## src/rtl/gffp_pkg.sv

```systemverilog
package gffp_pkg;

    localparam int MAX_COLUMNS = 16;
    localparam int MAX_ROWS    = 16;

    // width of the grid registers and of the span fields
    localparam int GRID_W  = 5;
    // width of a placed coordinate
    localparam int PLACE_W = 4;
    localparam int ROW_AW  = (MAX_ROWS > 1) ? $clog2(MAX_ROWS) : 1;

    localparam int CFG_IDX_W  = 1;
    localparam int CFG_DATA_W = GRID_W;

    localparam logic [CFG_IDX_W-1:0] REG_GRID_COLUMNS = 1'd0;
    localparam logic [CFG_IDX_W-1:0] REG_GRID_ROWS    = 1'd1;

    localparam logic [GRID_W-1:0] GRID_RESET = 5'd16;

    localparam logic [1:0] STATUS_PLACED  = 2'd0;
    localparam logic [1:0] STATUS_INVALID = 2'd1;
    localparam logic [1:0] STATUS_NO_ROOM = 2'd2;
    localparam logic [1:0] STATUS_FAILED  = 2'd3;

    typedef struct packed {
        logic               first_of_batch;
        logic [PLACE_W-1:0] want_column;
        logic               column_is_auto;
        logic [PLACE_W-1:0] want_row;
        logic               row_is_auto;
        logic [GRID_W-1:0]  span_columns;
        logic [GRID_W-1:0]  span_rows;
    } gffp_in_t;

    typedef struct packed {
        logic [PLACE_W-1:0] placed_column;
        logic [PLACE_W-1:0] placed_row;
        logic [1:0]         status;
    } gffp_out_t;

    // low span bits set, column 0 aligned
    function automatic logic [MAX_COLUMNS-1:0] span_mask(input logic [GRID_W-1:0] span);
        return ~({MAX_COLUMNS{1'b1}} << span);
    endfunction

endpackage

```

## src/rtl/gffp_ram.sv

```systemverilog
module gffp_ram #(
    parameter int WIDTH = 16,
    parameter int DEPTH = 16
) (
    input  logic                                   aclk,
    input  logic                                   we,
    input  logic [((DEPTH > 1) ? $clog2(DEPTH) : 1)-1:0] waddr,
    input  logic [WIDTH-1:0]                       wdata,
    input  logic [((DEPTH > 1) ? $clog2(DEPTH) : 1)-1:0] raddr,
    output logic [WIDTH-1:0]                       rdata
);

    logic [WIDTH-1:0] mem [DEPTH];

    always_ff @(posedge aclk) begin
        if (we) begin
            mem[waddr] <= wdata;
        end
        rdata <= mem[raddr];
    end

endmodule

```

## src/rtl/gffp_col_fit.sv

```systemverilog
module gffp_col_fit (
    input  logic [gffp_pkg::MAX_COLUMNS-1:0] occ,
    input  logic [gffp_pkg::GRID_W-1:0]      span,
    input  logic [gffp_pkg::GRID_W-1:0]      col_lo,
    input  logic [gffp_pkg::GRID_W-1:0]      col_hi,
    output logic                             found,
    output logic [gffp_pkg::PLACE_W-1:0]     col
);
    import gffp_pkg::*;

    logic [MAX_COLUMNS-1:0] base;
    logic [MAX_COLUMNS-1:0] hit;

    assign base = span_mask(span);

    always_comb begin
        for (int c = 0; c < MAX_COLUMNS; c++) begin
            hit[c] = (c >= int'(col_lo)) && (c < int'(col_hi)) &&
                     ((occ & (base << c)) == '0);
        end
    end

    // lowest free start column wins
    always_comb begin
        found = |hit;
        col   = '0;
        for (int c = MAX_COLUMNS - 1; c >= 0; c--) begin
            if (hit[c]) begin
                col = PLACE_W'(c);
            end
        end
    end

endmodule

```

## src/rtl/grid_first_fit_placer.sv

```systemverilog
// Grid first-fit placer.
// Input words (s_valid/s_ready/s_data) each ask for a rectangle of span_columns
// by span_rows cells, at a fixed or automatic start column and row. Every word
// gives exactly one result word (m_valid/m_ready/m_data): placed column, row
// and a status (placed, invalid item, no free area, batch already failed).
// grid_columns and grid_rows are written through cfg_we/cfg_index/cfg_wdata,
// by the user only while the block is idle, which the block does not enforce; both reset to 16.
// The occupancy map is one word per grid row in a RAM with one read and one
// write port; a row bit vector marks which words hold data since the last
// clear, so first_of_batch clears the whole map in the accept cycle.
// Sequence after accept: a failed or invalid item goes straight to the done
// state; an item with both coordinates fixed marks its rows; a searched item
// tries candidate rows in turn and then marks the area it found. Each candidate
// row reads S words through the RAM read port, and marking rewrites S words,
// where S is span_rows.
// The next word is taken as soon as the result sits in the output register.
// If the receiver stalls, the result is held there; a second result waits in
// the sequencer, and s_ready stays low until the output register frees up.
// Reset (aresetn, synchronous) empties the map, clears the failure flag and
// drops m_valid.
module grid_first_fit_placer (
    input  logic                                 aclk,
    input  logic                                 aresetn,
    input  logic                                 s_valid,
    output logic                                 s_ready,
    input  gffp_pkg::gffp_in_t                   s_data,
    output logic                                 m_valid,
    input  logic                                 m_ready,
    output gffp_pkg::gffp_out_t                  m_data,
    input  logic                                 cfg_we,
    input  logic [gffp_pkg::CFG_IDX_W-1:0]       cfg_index,
    input  logic [gffp_pkg::CFG_DATA_W-1:0]      cfg_wdata
);
    import gffp_pkg::*;

    typedef enum logic [3:0] {
        ST_IDLE   = 4'b0001,
        ST_SEARCH = 4'b0010,
        ST_MARK   = 4'b0100,
        ST_DONE   = 4'b1000
    } state_t;

    state_t                 state_reg, state_next;
    logic [GRID_W-1:0]      grid_cols_reg, grid_cols_next;
    logic [GRID_W-1:0]      grid_rows_reg, grid_rows_next;
    logic                   batch_failed_reg, batch_failed_next;
    logic [MAX_ROWS-1:0]    row_valid_reg, row_valid_next;
    logic [GRID_W-1:0]      sc_reg, sc_next;
    logic [GRID_W-1:0]      col_lo_reg, col_lo_next;
    logic [GRID_W-1:0]      col_hi_reg, col_hi_next;
    logic [GRID_W-1:0]      row_hi_reg, row_hi_next;
    logic [GRID_W-1:0]      r_reg, r_next;
    logic [GRID_W-1:0]      y_reg, y_next;
    logic [GRID_W-1:0]      end_reg, end_next;
    logic                   rd_pend_reg, rd_pend_next;
    logic                   rd_valid_reg, rd_valid_next;
    logic [ROW_AW-1:0]      rd_addr_reg, rd_addr_next;
    logic [MAX_COLUMNS-1:0] acc_reg, acc_next;
    logic [MAX_COLUMNS-1:0] mask_reg, mask_next;
    logic [PLACE_W-1:0]     pc_reg, pc_next;
    logic [PLACE_W-1:0]     pr_reg, pr_next;
    logic [1:0]             status_reg, status_next;
    logic                   m_valid_reg, m_valid_next;
    gffp_out_t              m_data_reg, m_data_next;

    logic                   ram_we;
    logic [ROW_AW-1:0]      ram_waddr;
    logic [MAX_COLUMNS-1:0] ram_wdata;
    logic [ROW_AW-1:0]      ram_raddr;
    logic [MAX_COLUMNS-1:0] ram_rdata;
    logic [MAX_COLUMNS-1:0] rdata_eff;
    logic [MAX_COLUMNS-1:0] acc_cur;

    logic                   fit_found;
    logic [PLACE_W-1:0]     fit_col;

    logic [GRID_W-1:0]      cols, rows;
    logic                   accept;
    logic                   failed_eff;
    logic                   invalid;
    logic                   issue;
    logic [GRID_W:0]        wc_ext, wr_ext;
    logic [GRID_W-1:0]      r_inc;

    gffp_ram #(
        .WIDTH (MAX_COLUMNS),
        .DEPTH (MAX_ROWS)
    ) u_map (
        .aclk  (aclk),
        .we    (ram_we),
        .waddr (ram_waddr),
        .wdata (ram_wdata),
        .raddr (ram_raddr),
        .rdata (ram_rdata)
    );

    gffp_col_fit u_fit (
        .occ    (acc_cur),
        .span   (sc_reg),
        .col_lo (col_lo_reg),
        .col_hi (col_hi_reg),
        .found  (fit_found),
        .col    (fit_col)
    );

    assign s_ready = (state_reg == ST_IDLE);
    assign accept  = s_valid && s_ready;
    assign m_valid = m_valid_reg;
    assign m_data  = m_data_reg;

    assign cols = (int'(grid_cols_reg) > MAX_COLUMNS) ? GRID_W'(MAX_COLUMNS) : grid_cols_reg;
    assign rows = (int'(grid_rows_reg) > MAX_ROWS) ? GRID_W'(MAX_ROWS) : grid_rows_reg;

    assign wc_ext = (GRID_W + 1)'(s_data.want_column);
    assign wr_ext = (GRID_W + 1)'(s_data.want_row);

    assign failed_eff = !s_data.first_of_batch && batch_failed_reg;

    assign invalid =
        (s_data.span_columns == '0) || (s_data.span_rows == '0) ||
        (s_data.span_columns > cols) || (s_data.span_rows > rows) ||
        (!s_data.column_is_auto &&
         ((wc_ext >= {1'b0, cols}) ||
          ({1'b0, s_data.span_columns} > ({1'b0, cols} - wc_ext)))) ||
        (!s_data.row_is_auto &&
         ((wr_ext >= {1'b0, rows}) ||
          ({1'b0, s_data.span_rows} > ({1'b0, rows} - wr_ext))));

    // a row never written since the last clear reads as empty
    assign rdata_eff = rd_valid_reg ? ram_rdata : '0;
    assign acc_cur   = acc_reg | (rd_pend_reg ? rdata_eff : '0);
    assign issue     = (y_reg != end_reg);
    assign r_inc     = r_reg + GRID_W'(1);

    always_comb begin
        state_next        = state_reg;
        grid_cols_next    = grid_cols_reg;
        grid_rows_next    = grid_rows_reg;
        batch_failed_next = batch_failed_reg;
        row_valid_next    = row_valid_reg;
        sc_next           = sc_reg;
        col_lo_next       = col_lo_reg;
        col_hi_next       = col_hi_reg;
        row_hi_next       = row_hi_reg;
        r_next            = r_reg;
        y_next            = y_reg;
        end_next          = end_reg;
        rd_pend_next      = 1'b0;
        rd_valid_next     = rd_valid_reg;
        rd_addr_next      = rd_addr_reg;
        acc_next          = acc_reg;
        mask_next         = mask_reg;
        pc_next           = pc_reg;
        pr_next           = pr_reg;
        status_next       = status_reg;
        m_valid_next      = m_valid_reg;
        m_data_next       = m_data_reg;
        ram_we            = 1'b0;
        ram_waddr         = rd_addr_reg;
        ram_wdata         = rdata_eff | mask_reg;
        ram_raddr         = ROW_AW'(y_reg);

        if (cfg_we) begin
            case (cfg_index)
                REG_GRID_COLUMNS: grid_cols_next = cfg_wdata;
                REG_GRID_ROWS:    grid_rows_next = cfg_wdata;
                default: ;
            endcase
        end

        if (m_valid_reg && m_ready) begin
            m_valid_next = 1'b0;
        end

        case (state_reg)
            ST_IDLE: begin
                if (accept) begin
                    if (s_data.first_of_batch) begin
                        row_valid_next    = '0;
                        batch_failed_next = 1'b0;
                    end
                    sc_next     = s_data.span_columns;
                    pc_next     = '0;
                    pr_next     = '0;
                    acc_next    = '0;
                    status_next = STATUS_PLACED;
                    if (failed_eff) begin
                        status_next = STATUS_FAILED;
                        state_next  = ST_DONE;
                    end else if (invalid) begin
                        status_next       = STATUS_INVALID;
                        batch_failed_next = 1'b1;
                        state_next        = ST_DONE;
                    end else if (!s_data.column_is_auto && !s_data.row_is_auto) begin
                        pc_next    = s_data.want_column;
                        pr_next    = s_data.want_row;
                        mask_next  = span_mask(s_data.span_columns) << s_data.want_column;
                        y_next     = GRID_W'(s_data.want_row);
                        end_next   = GRID_W'(s_data.want_row) + s_data.span_rows;
                        state_next = ST_MARK;
                    end else begin
                        col_lo_next = s_data.column_is_auto ? '0 : GRID_W'(s_data.want_column);
                        col_hi_next = s_data.column_is_auto ?
                                      cols - s_data.span_columns + GRID_W'(1) :
                                      GRID_W'(s_data.want_column) + GRID_W'(1);
                        r_next      = s_data.row_is_auto ? '0 : GRID_W'(s_data.want_row);
                        row_hi_next = s_data.row_is_auto ?
                                      rows - s_data.span_rows + GRID_W'(1) :
                                      GRID_W'(s_data.want_row) + GRID_W'(1);
                        y_next      = s_data.row_is_auto ? '0 : GRID_W'(s_data.want_row);
                        end_next    = (s_data.row_is_auto ? '0 : GRID_W'(s_data.want_row)) +
                                      s_data.span_rows;
                        state_next  = ST_SEARCH;
                    end
                end
            end

            ST_SEARCH: begin
                // OR the span rows under the candidate row, one word a cycle
                acc_next = acc_cur;
                if (issue) begin
                    rd_pend_next  = 1'b1;
                    rd_valid_next = row_valid_reg[ROW_AW'(y_reg)];
                    rd_addr_next  = ROW_AW'(y_reg);
                    y_next        = y_reg + GRID_W'(1);
                end else if (fit_found) begin
                    pc_next    = fit_col;
                    pr_next    = PLACE_W'(r_reg);
                    mask_next  = span_mask(sc_reg) << fit_col;
                    y_next     = r_reg;
                    state_next = ST_MARK;
                end else if (r_inc >= row_hi_reg) begin
                    status_next       = STATUS_NO_ROOM;
                    batch_failed_next = 1'b1;
                    state_next        = ST_DONE;
                end else begin
                    // advance to the next candidate row
                    r_next   = r_inc;
                    y_next   = r_inc;
                    end_next = end_reg + GRID_W'(1);
                    acc_next = '0;
                end
            end

            ST_MARK: begin
                // write back row y-1 while reading row y: never the same entry
                if (rd_pend_reg) begin
                    ram_we                      = 1'b1;
                    row_valid_next[rd_addr_reg] = 1'b1;
                end
                if (issue) begin
                    rd_pend_next  = 1'b1;
                    rd_valid_next = row_valid_reg[ROW_AW'(y_reg)];
                    rd_addr_next  = ROW_AW'(y_reg);
                    y_next        = y_reg + GRID_W'(1);
                end else begin
                    state_next = ST_DONE;
                end
            end

            ST_DONE: begin
                if (!m_valid_reg || m_ready) begin
                    m_valid_next              = 1'b1;
                    m_data_next.placed_column = pc_reg;
                    m_data_next.placed_row    = pr_reg;
                    m_data_next.status        = status_reg;
                    state_next                = ST_IDLE;
                end
            end

            default: begin
                state_next = ST_IDLE;
            end
        endcase
    end

    always_ff @(posedge aclk) begin
        if (!aresetn) begin
            state_reg        <= ST_IDLE;
            grid_cols_reg    <= GRID_RESET;
            grid_rows_reg    <= GRID_RESET;
            batch_failed_reg <= 1'b0;
            row_valid_reg    <= '0;
            rd_pend_reg      <= 1'b0;
            m_valid_reg      <= 1'b0;
        end else begin
            state_reg        <= state_next;
            grid_cols_reg    <= grid_cols_next;
            grid_rows_reg    <= grid_rows_next;
            batch_failed_reg <= batch_failed_next;
            row_valid_reg    <= row_valid_next;
            rd_pend_reg      <= rd_pend_next;
            m_valid_reg      <= m_valid_next;
        end
    end

    always_ff @(posedge aclk) begin
        sc_reg       <= sc_next;
        col_lo_reg   <= col_lo_next;
        col_hi_reg   <= col_hi_next;
        row_hi_reg   <= row_hi_next;
        r_reg        <= r_next;
        y_reg        <= y_next;
        end_reg      <= end_next;
        rd_valid_reg <= rd_valid_next;
        rd_addr_reg  <= rd_addr_next;
        acc_reg      <= acc_next;
        mask_reg     <= mask_next;
        pc_reg       <= pc_next;
        pr_reg       <= pr_next;
        status_reg   <= status_next;
        m_data_reg   <= m_data_next;
    end

endmodule

```

## config.mk

```make
export PLATFORM = sky130hd
export DESIGN_NAME = grid_first_fit_placer
export DESIGN_NICKNAME = d
export VERILOG_FILES = /design/src/rtl/gffp_pkg.sv /design/src/rtl/gffp_ram.sv /design/src/rtl/gffp_col_fit.sv /design/src/rtl/grid_first_fit_placer.sv
export SDC_FILE = /design/constraint.sdc
export NUM_CORES = 1
export LEC_CHECK = 0
export BUFFER_PORTS_ARGS = -buffer_cell sky130_fd_sc_hd__buf_2
export CAP_MARGIN = 20
export CORE_ASPECT_RATIO = 0.9
export CORE_MARGIN = 8
export CORE_UTILIZATION = 25
export CTS_CLUSTER_DIAMETER = 80
export DETAILED_ROUTE_END_ITERATION = 12
export GPL_TIMING_DRIVEN = 0
export PLACE_DENSITY_LB_ADDON = 0.2
export SLEW_MARGIN = 30
export SYNTH_ARGS = -nofsm -noshare
export SYNTH_HDL_FRONTEND = slang
export SYNTH_SLANG_ARGS = --single-unit
```

## constraint.sdc

```tcl
create_clock -name aclk -period 5.2 [get_ports aclk]
set_input_delay 0.78 -clock aclk [delete_from_list [all_inputs] [get_ports aclk]]
set_output_delay 0.78 -clock aclk [all_outputs]
set_load 0.02 [all_outputs]
```

Word level (Yosys, flattened, before mapping)

Memories as Yosys holds them, arrays and structs flattened. A register that Yosys moved wholly into a read port is not among the register bits.
Index checks and enable logic that the tools add are counted.

Add/subtract/negate cells: 13
Multiply operators: 0
Divide/modulo/power cells: 0
Order comparisons: 44
Equality and inequality tests: 22
Shift operators: 4
Muxes and demuxes: 114
Bitwise operators: 25
Reduce and logical (&&, ||, !) cells: 90

Operator list:

| cell                  | number |
|---|---|
| $and 16x16->16        | 16 |
| $logic_not 16->1      | 16 |
| $mux 16               | 15 |
| $mux 4                | 38 |
| $mux 5                | 24 |
| $pmux 16 s2           | 3 |
| $or 16x16->16         | 3 |
| $ge 4x5->1 const A    | 8 |
| $lt 4x5->1 const A    | 8 |
| $logic_and 1x1->1     | 39 |
| $not 16->16           | 2 |
| $shl 16x4->16         | 2 |
| $shl 16x5->16 const A | 2 |
| $add 5x1->5 const B   | 5 |
| $ne 2x2->1 const B    | 12 |
| $ge 3x5->1 const A    | 4 |
| $lt 3x5->1 const A    | 4 |
| $pmux 5 s2            | 2 |
| $mux 1                | 18 |
| $pmux 4 s2            | 2 |
| $pmux 4 s4            | 1 |
| $reduce_or 16->1      | 1 |
| $pmux 5 s3            | 1 |
| $reduce_and 5->1      | 3 |
| other kinds (41)      | 83 |

Register bits after elaboration: 125
Bits in latches: 0
RAM bits: 256
ROM bits: 0
Memories kept: 1

Memories:

| memory    | words | bits a word | rd ports | clocked after Yosys merged registers in | write ports | RTL line       | text |
|---|---|---|---|---|---|---|---|
| u_map.mem | 16    | 16          | 1        | 1                                       | 1           | gffp_ram.sv:13 | `logic [WIDTH-1:0] mem [DEPTH];` |

Depth between registers and ports, before layout

Depth in word-level cells: 26
Mapped depth: 18
Depth with buffers taken out: 18

Cells and area by module

From an unflattened synthesis, not the netlist that was laid out.

Cells, all modules: 1541
Area total of the unflattened synthesis: 19776.5 sq um

By module, submodules not included:

| module                | times used | cells an instance | area each (sq um) | seq. area each (sq um) |
|---|---|---|---|---|
| gffp_ram              | 1          | 432               | 10042.1           | 8007.7 |
| grid_first_fit_placer | 1          | 811               | 7915.1            | 3393.3 |
| gffp_col_fit          | 1          | 298               | 1819.2            | 0.0 |

Worst setup path before layout

OpenSTA, ideal clock, no wires.

Path type: input to register
From: input port s_data[17] (netlist bit)
To: register mask_reg[0] (enable)
Arrival: 4335 ps
Required time: 4788 ps
Setup slack: 453 ps
Stages on the path: 14
Cells stage by stage: clkbuf_1 inv_1 fa_1 inv_1 ha_1 nor2b_1 o21a_1 o21ai_0 nand2b_1 a21oi_1 o22a_1 o211a_1 o21ai_0 nor3_1

Cells in the longest elaborated chain, start to end: 8
Elaborated cells on any way between the ends: 9

Ends and longest elaborated chain:

| what                                | RTL line                     | text |
|---|---|---|
| from (decl)                         | grid_first_fit_placer.sv:26  | `input gffp_pkg::gffp_in_t s_data,` |
| $sub 5x4->6                         | grid_first_fit_placer.sv:124 | `({1'b0, s_data.span_columns} > ({1'b0, cols} - wc_ext)))) \|\|` |
| $gt 5x6->1                          | grid_first_fit_placer.sv:124 |  |
| $logic_or 1x1->1 *                  | grid_first_fit_placer.sv:123 | `((wc_ext >= {1'b0, cols}) \|\|` |
| $logic_and 1x1->1 *                 | grid_first_fit_placer.sv:122 | `(!s_data.column_is_auto &&` |
| $logic_or 1x1->1 *                  | grid_first_fit_placer.sv:121 | `(s_data.span_columns > cols) \|\| (s_data.span_rows > rows) \|\|` |
| $logic_or 1x1->1 *                  | grid_first_fit_placer.sv:124 |  |
| $ne 2x2->1 (no source line) *       | -                            |  |
| $reduce_and 7->1 (no source line) * | -                            |  |
| to (signal assigned)                | grid_first_fit_placer.sv:308 | `mask_reg <= mask_next;` |
| to (decl)                           | grid_first_fit_placer.sv:59  | `logic [MAX_COLUMNS-1:0] mask_reg, mask_next;` |

Every way passes the cells marked *; elsewhere a longest branch is shown, timed or not.
A chain may end at the register's enable or synchronous reset.

Worst setup path in the final report

From: register rd_pend_reg
To: register r_reg[3] (enable)

Cells in the longest elaborated chain, start to end: 8
Elaborated cells on any way between the ends: 53

Ends and longest elaborated chain:

| what                                | RTL line                     | text |
|---|---|---|
| from (decl)                         | grid_first_fit_placer.sv:55  | `logic rd_pend_reg, rd_pend_next;` |
| from (signal assigned)              | grid_first_fit_placer.sv:292 | `rd_pend_reg <= rd_pend_next;` |
| $mux 16 *                           | grid_first_fit_placer.sv:131 | `assign acc_cur = acc_reg \| (rd_pend_reg ? rdata_eff : '0);` |
| $or 16x16->16 *                     | grid_first_fit_placer.sv:131 |  |
| $and 16x16->16                      | gffp_col_fit.sv:19           | `((occ & (base << c)) == '0);` |
| $logic_not 16->1                    | gffp_col_fit.sv:19           |  |
| $logic_and 1x1->1                   | gffp_col_fit.sv:18           | `hit[c] = (c >= int'(col_lo)) && (c < int'(col_hi)) &&` |
| $reduce_or 16->1 *                  | gffp_col_fit.sv:25           | `found = \|hit;` |
| $ne 2x2->1 (no source line) *       | -                            |  |
| $reduce_and 8->1 (no source line) * | -                            |  |
| to (signal assigned)                | grid_first_fit_placer.sv:302 | `r_reg <= r_next;` |
| to (decl)                           | grid_first_fit_placer.sv:52  | `logic [GRID_W-1:0] r_reg, r_next;` |

Marks and branches as above.

==> reports/results.tsv <==
stage	metric	value	unit
outcome	status	complete, no violations	
sta	minimum period implied by the final worst setup slack	4.91	ns
critical_path	CP Data Required Time	5.46	ns
sta	Worst Skew	0.0448	ns
routing	post-detailed-route count of antenna-violating nets	0	
layout	number of nets in the layout	1856	
sta	transition at the pin with the smallest max-transition slack	0.966	ns
die	I/O pins	44	
routing	sum of routed wire length over all layers	66.5	mm
synthesis	Commonest cells post-synth	sky130_fd_sc_hd__edfxtp_1, sky130_fd_sc_hd__nand2_1, sky130_fd_sc_hd__nor2_1	
synthesis	cell type contributing the most total cell area after synthesis	sky130_fd_sc_hd__edfxtp_1	
global_routing	global-route wire length before repair	98.3	mm
cts	cts hold-fix bufs	0	
layout	area growth from synthesis to final layout	17.3	%
global_routing	antenna violations before repair	2	
cts	total clock buffers created by CTS	46	
die	die height	285	µm
cts	Post-CTS Setup Bufs	0	
sta	count of final setup violators	0	
synthesis	basic-gate share of the synthesized area counting and, or, nand and nor cells	9.72	%
placed_design	number of I/O port buffers	43	
power	total power of the final layout	0.0109	W
routing	DRC marker count from the first detailed-route iteration	1446	
hold_path	hold crit path type	reg -> reg	
sta	number of hold violations in the final report	0	
synthesis	compound-gate portion of the synthesized area	17.1	%
cts	CTS tree	yes	
synthesis	cell with the most instances after synthesis	sky130_fd_sc_hd__edfxtp_1	
synthesis	synthesized-area fraction occupied by xor and xnor cells	1.61	%
power	power per cell area	463	mW/mm²
synthesis	top cells by area in the synthesized netlist	sky130_fd_sc_hd__edfxtp_1, sky130_fd_sc_hd__dfxtp_1, sky130_fd_sc_hd__mux4_2, sky130_fd_sc_hd__mux2i_1, sky130_fd_sc_hd__ha_1	
synthesis	total nets after synthesis	1747	
global_routing	Congestion Overflow GR	0	
cts	clk root buf	sky130_fd_sc_hd__clkbuf_16	
cts	maximum count of clock buffers along a single path	3	
hold_path	worst hold path startpoint	pr_reg[2]	
power	Worst VDD drop	0.247	mV
power	Leak Pwr	8.20	nW
placed_design	Post-DP HPWL	48.9	mm
synthesis	mux contribution to synthesized area	7.88	%
synthesis	number of enable flip-flop cells after synthesis	347	
sta	number of pins exceeding their max-slew limit in the final report	0	
cts	insertion delay of the later-clocked pin in the worst-skew pair	0.61	ns
critical_path	critical path fanouts, max	10	
cts	clock-pin slew reported for the worst setup and hold paths after clock tree synthesis	0.06	ns
die	effective utilization at floorplan	25.3	%
sta	ratio of final minimum period to clock period	94.4	%
global_routing	via count of the first global-routing pass	14516	
layout	share of final-layout standard cells stronger than drive strength 1	16.1	%
global_routing	maximum number of pins on one net before global-route repair	18	
critical_path	Critical Path Source	rd_pend_reg	
die	core footprint	0.0796	mm²
layout	core utilization of the finished layout	29.7	%
synthesis	adder-cell share of the synthesized area	3.85	%
critical_path	critical path capture point type	flop	
critical_path	CP startpoint kind	flop	
routing	wire length per cell after detailed routing	23.3	µm
synthesis	prevailing post-synth register cell	sky130_fd_sc_hd__edfxtp_1	
cts	post_cts resized	2	
die	Die W	315	µm
synthesis	average cell area after synthesis	12.1	µm²
routing	vias after detailed routing	14553	
synthesis	share of synthesized flip-flops with an asynchronous set or reset	0	%
routing	DR vias/cell	5.09	
critical_path	worst reg2reg path startpoint	rd_pend_reg	
layout	fin cells	2857	
synthesis	gate count after technology mapping	1658	
layout	number of flip-flops in the largest register	256	
die	full die area	0.0899	mm²
sta	Slew HR	35.1	%
routing	total DRC errors in the routed layout	0	
synthesis	Yosys warnings	0	
synthesis	post-synthesis sequential area ratio	56.6	%
routing	Pre-Repair DR Iteration Count	7	
placed_design	cell total after placement	2768	
synthesis	flip-flop and latch count after synthesis	396	
synthesis	Mapped Area	0.0201	mm²
critical_path	arrival time at the worst endpoint	5.17	ns
synthesis	proportion of netlist area held by the largest area contributor	51.7	%
cts	Sink Count	396	
placed_design	final RePlAce weighted congestion	0.902	
synthesis	largest family of logic cells by synthesized area	compound AO/OA/AOI/OAI gates	
layout	register containing the most flip-flops in the final layout	u_map.mem	
sta	unrepaired setup endpoints after global routing	no	
synthesis	library cells used by synthesis	103	
global_routing	gr usage total	14.4	%
die	# rows	98	
job	max capacitance violation total	0	
cts	CTS H-tree depth	2	
sta	upper clock frequency limit	0.204	GHz
layout	Layout fillers	8065	
critical_path	Crit Path Class	reg -> reg	
[critical path: stages, from the launching register on]
cell	delay (ns)
sky130_fd_sc_hd__dfxtp_1	0.48
sky130_fd_sc_hd__clkbuf_1	0.42
sky130_fd_sc_hd__a31oi_2	0.40
sky130_fd_sc_hd__o221ai_1	0.33
sky130_fd_sc_hd__a211oi_1	0.07
sky130_fd_sc_hd__o2111ai_1	0.19
sky130_fd_sc_hd__or4b_1	0.57
sky130_fd_sc_hd__nor2_1	0.43
sky130_fd_sc_hd__nand3_2	0.35
sky130_fd_sc_hd__o21ai_4	0.45
sky130_fd_sc_hd__nor2b_2	0.45
sky130_fd_sc_hd__a21boi_2	0.40
[layout make-up]
| class | count | area [µm²] | area share (%) |
|---|---|---|---|
| tap | 1050 | 1310 | 5.56 |
| sequential | 396 | 11400 | 48.2 |
| clock buffer | 68 | 1320 | 5.60 |
| inverter | 60 | 225 | 0.953 |
| antenna | 2 | 5.00 | 0.0212 |
| multi-input combinational | 1105 | 8250 | 34.9 |
| buffer | 97 | 443 | 1.87 |
| clock inverter | 18 | 218 | 0.921 |
| timing repair buffer | 61 | 448 | 1.90 |
[cells in the final DEF, fill, tap and decap left out, drive strengths merged, types with 9 or more instances in the layout]
| cell type | netlist | layout |
|---|---|---|
| a21boi | 9 | 9 |
| a21o | 33 | 33 |
| a21oi | 98 | 98 |
| a221oi | 24 | 24 |
| a22o | 9 | 9 |
| a22oi | 22 | 22 |
| a31o | 12 | 12 |
| a31oi | 30 | 30 |
| and2 | 9 | 9 |
| buf | 31 | 90 |
| clkbuf | 66 | 136 |
| clkinv | 3 | 14 |
| dfxtp | 49 | 49 |
| edfxtp | 347 | 347 |
| ha | 50 | 50 |
| inv | 57 | 60 |
| mux2 | 17 | 17 |
| mux2i | 63 | 63 |
| mux4 | 34 | 34 |
| nand2 | 131 | 131 |
| nand3 | 33 | 33 |
| nor2 | 130 | 130 |
| nor2b | 18 | 18 |
| nor3 | 25 | 25 |
| nor4 | 9 | 9 |
| o2111ai | 11 | 11 |
| o21a | 10 | 10 |
| o21ai | 114 | 114 |
| o22ai | 40 | 40 |
| xnor2 | 22 | 22 |
| xor2 | 15 | 15 |
[cell families after synthesis]
family          count (synthesis)
compound gates                493
flops                         396
fa+ha+maj                      58
simple gates                  403
mux                           114
xor+xnor                       37
buf+inv                       157
[where the power goes]
group | switching [W] | internal, W | total [W]
Sequential | 0.000253 | 0.00388 | 0.00414
Combinational | 0.00241 | 0.00114 | 0.00355
Clock | 0.00136 | 0.00189 | 0.00325
Total | 0.00402 | 0.00691 | 0.0109
[stage by stage]
stage                     cell area [µm²]  setup slack, ns  hold WS (ns)  TNS, ns
after floorplan                     20100            0.453         0.400        0
after global placement              21700            -1.01         0.407   -29.52
after detailed placement            22000           -0.393         0.412    -1.96
after CTS                           23600           0.0859         0.400        0
after global routing                23600           0.0429         0.405        0
final                               23600            0.292         0.423        0
[final timing paths]
path / end / slack [ns] / cells past startpoint
worst max-delay path: r_reg[3] / 0.29 / 11
worst min-delay path: m_data[4] / 0.42 / 0
worst max register to register: r_reg[3] / 0.29 / 11
worst min register to register: m_data[4] / 0.42 / 0
[routing by layer]
layer	wire length, µm	GRT usage, %	vias up
li1	-	-	6663
met1	31400	20.8	7355
met2	30000	22.5	436
met3	3820	2.13	99
met4	1370	3.41	0
met5	0	0	-
No activity file was read; power rests on OpenSTA's default activity.
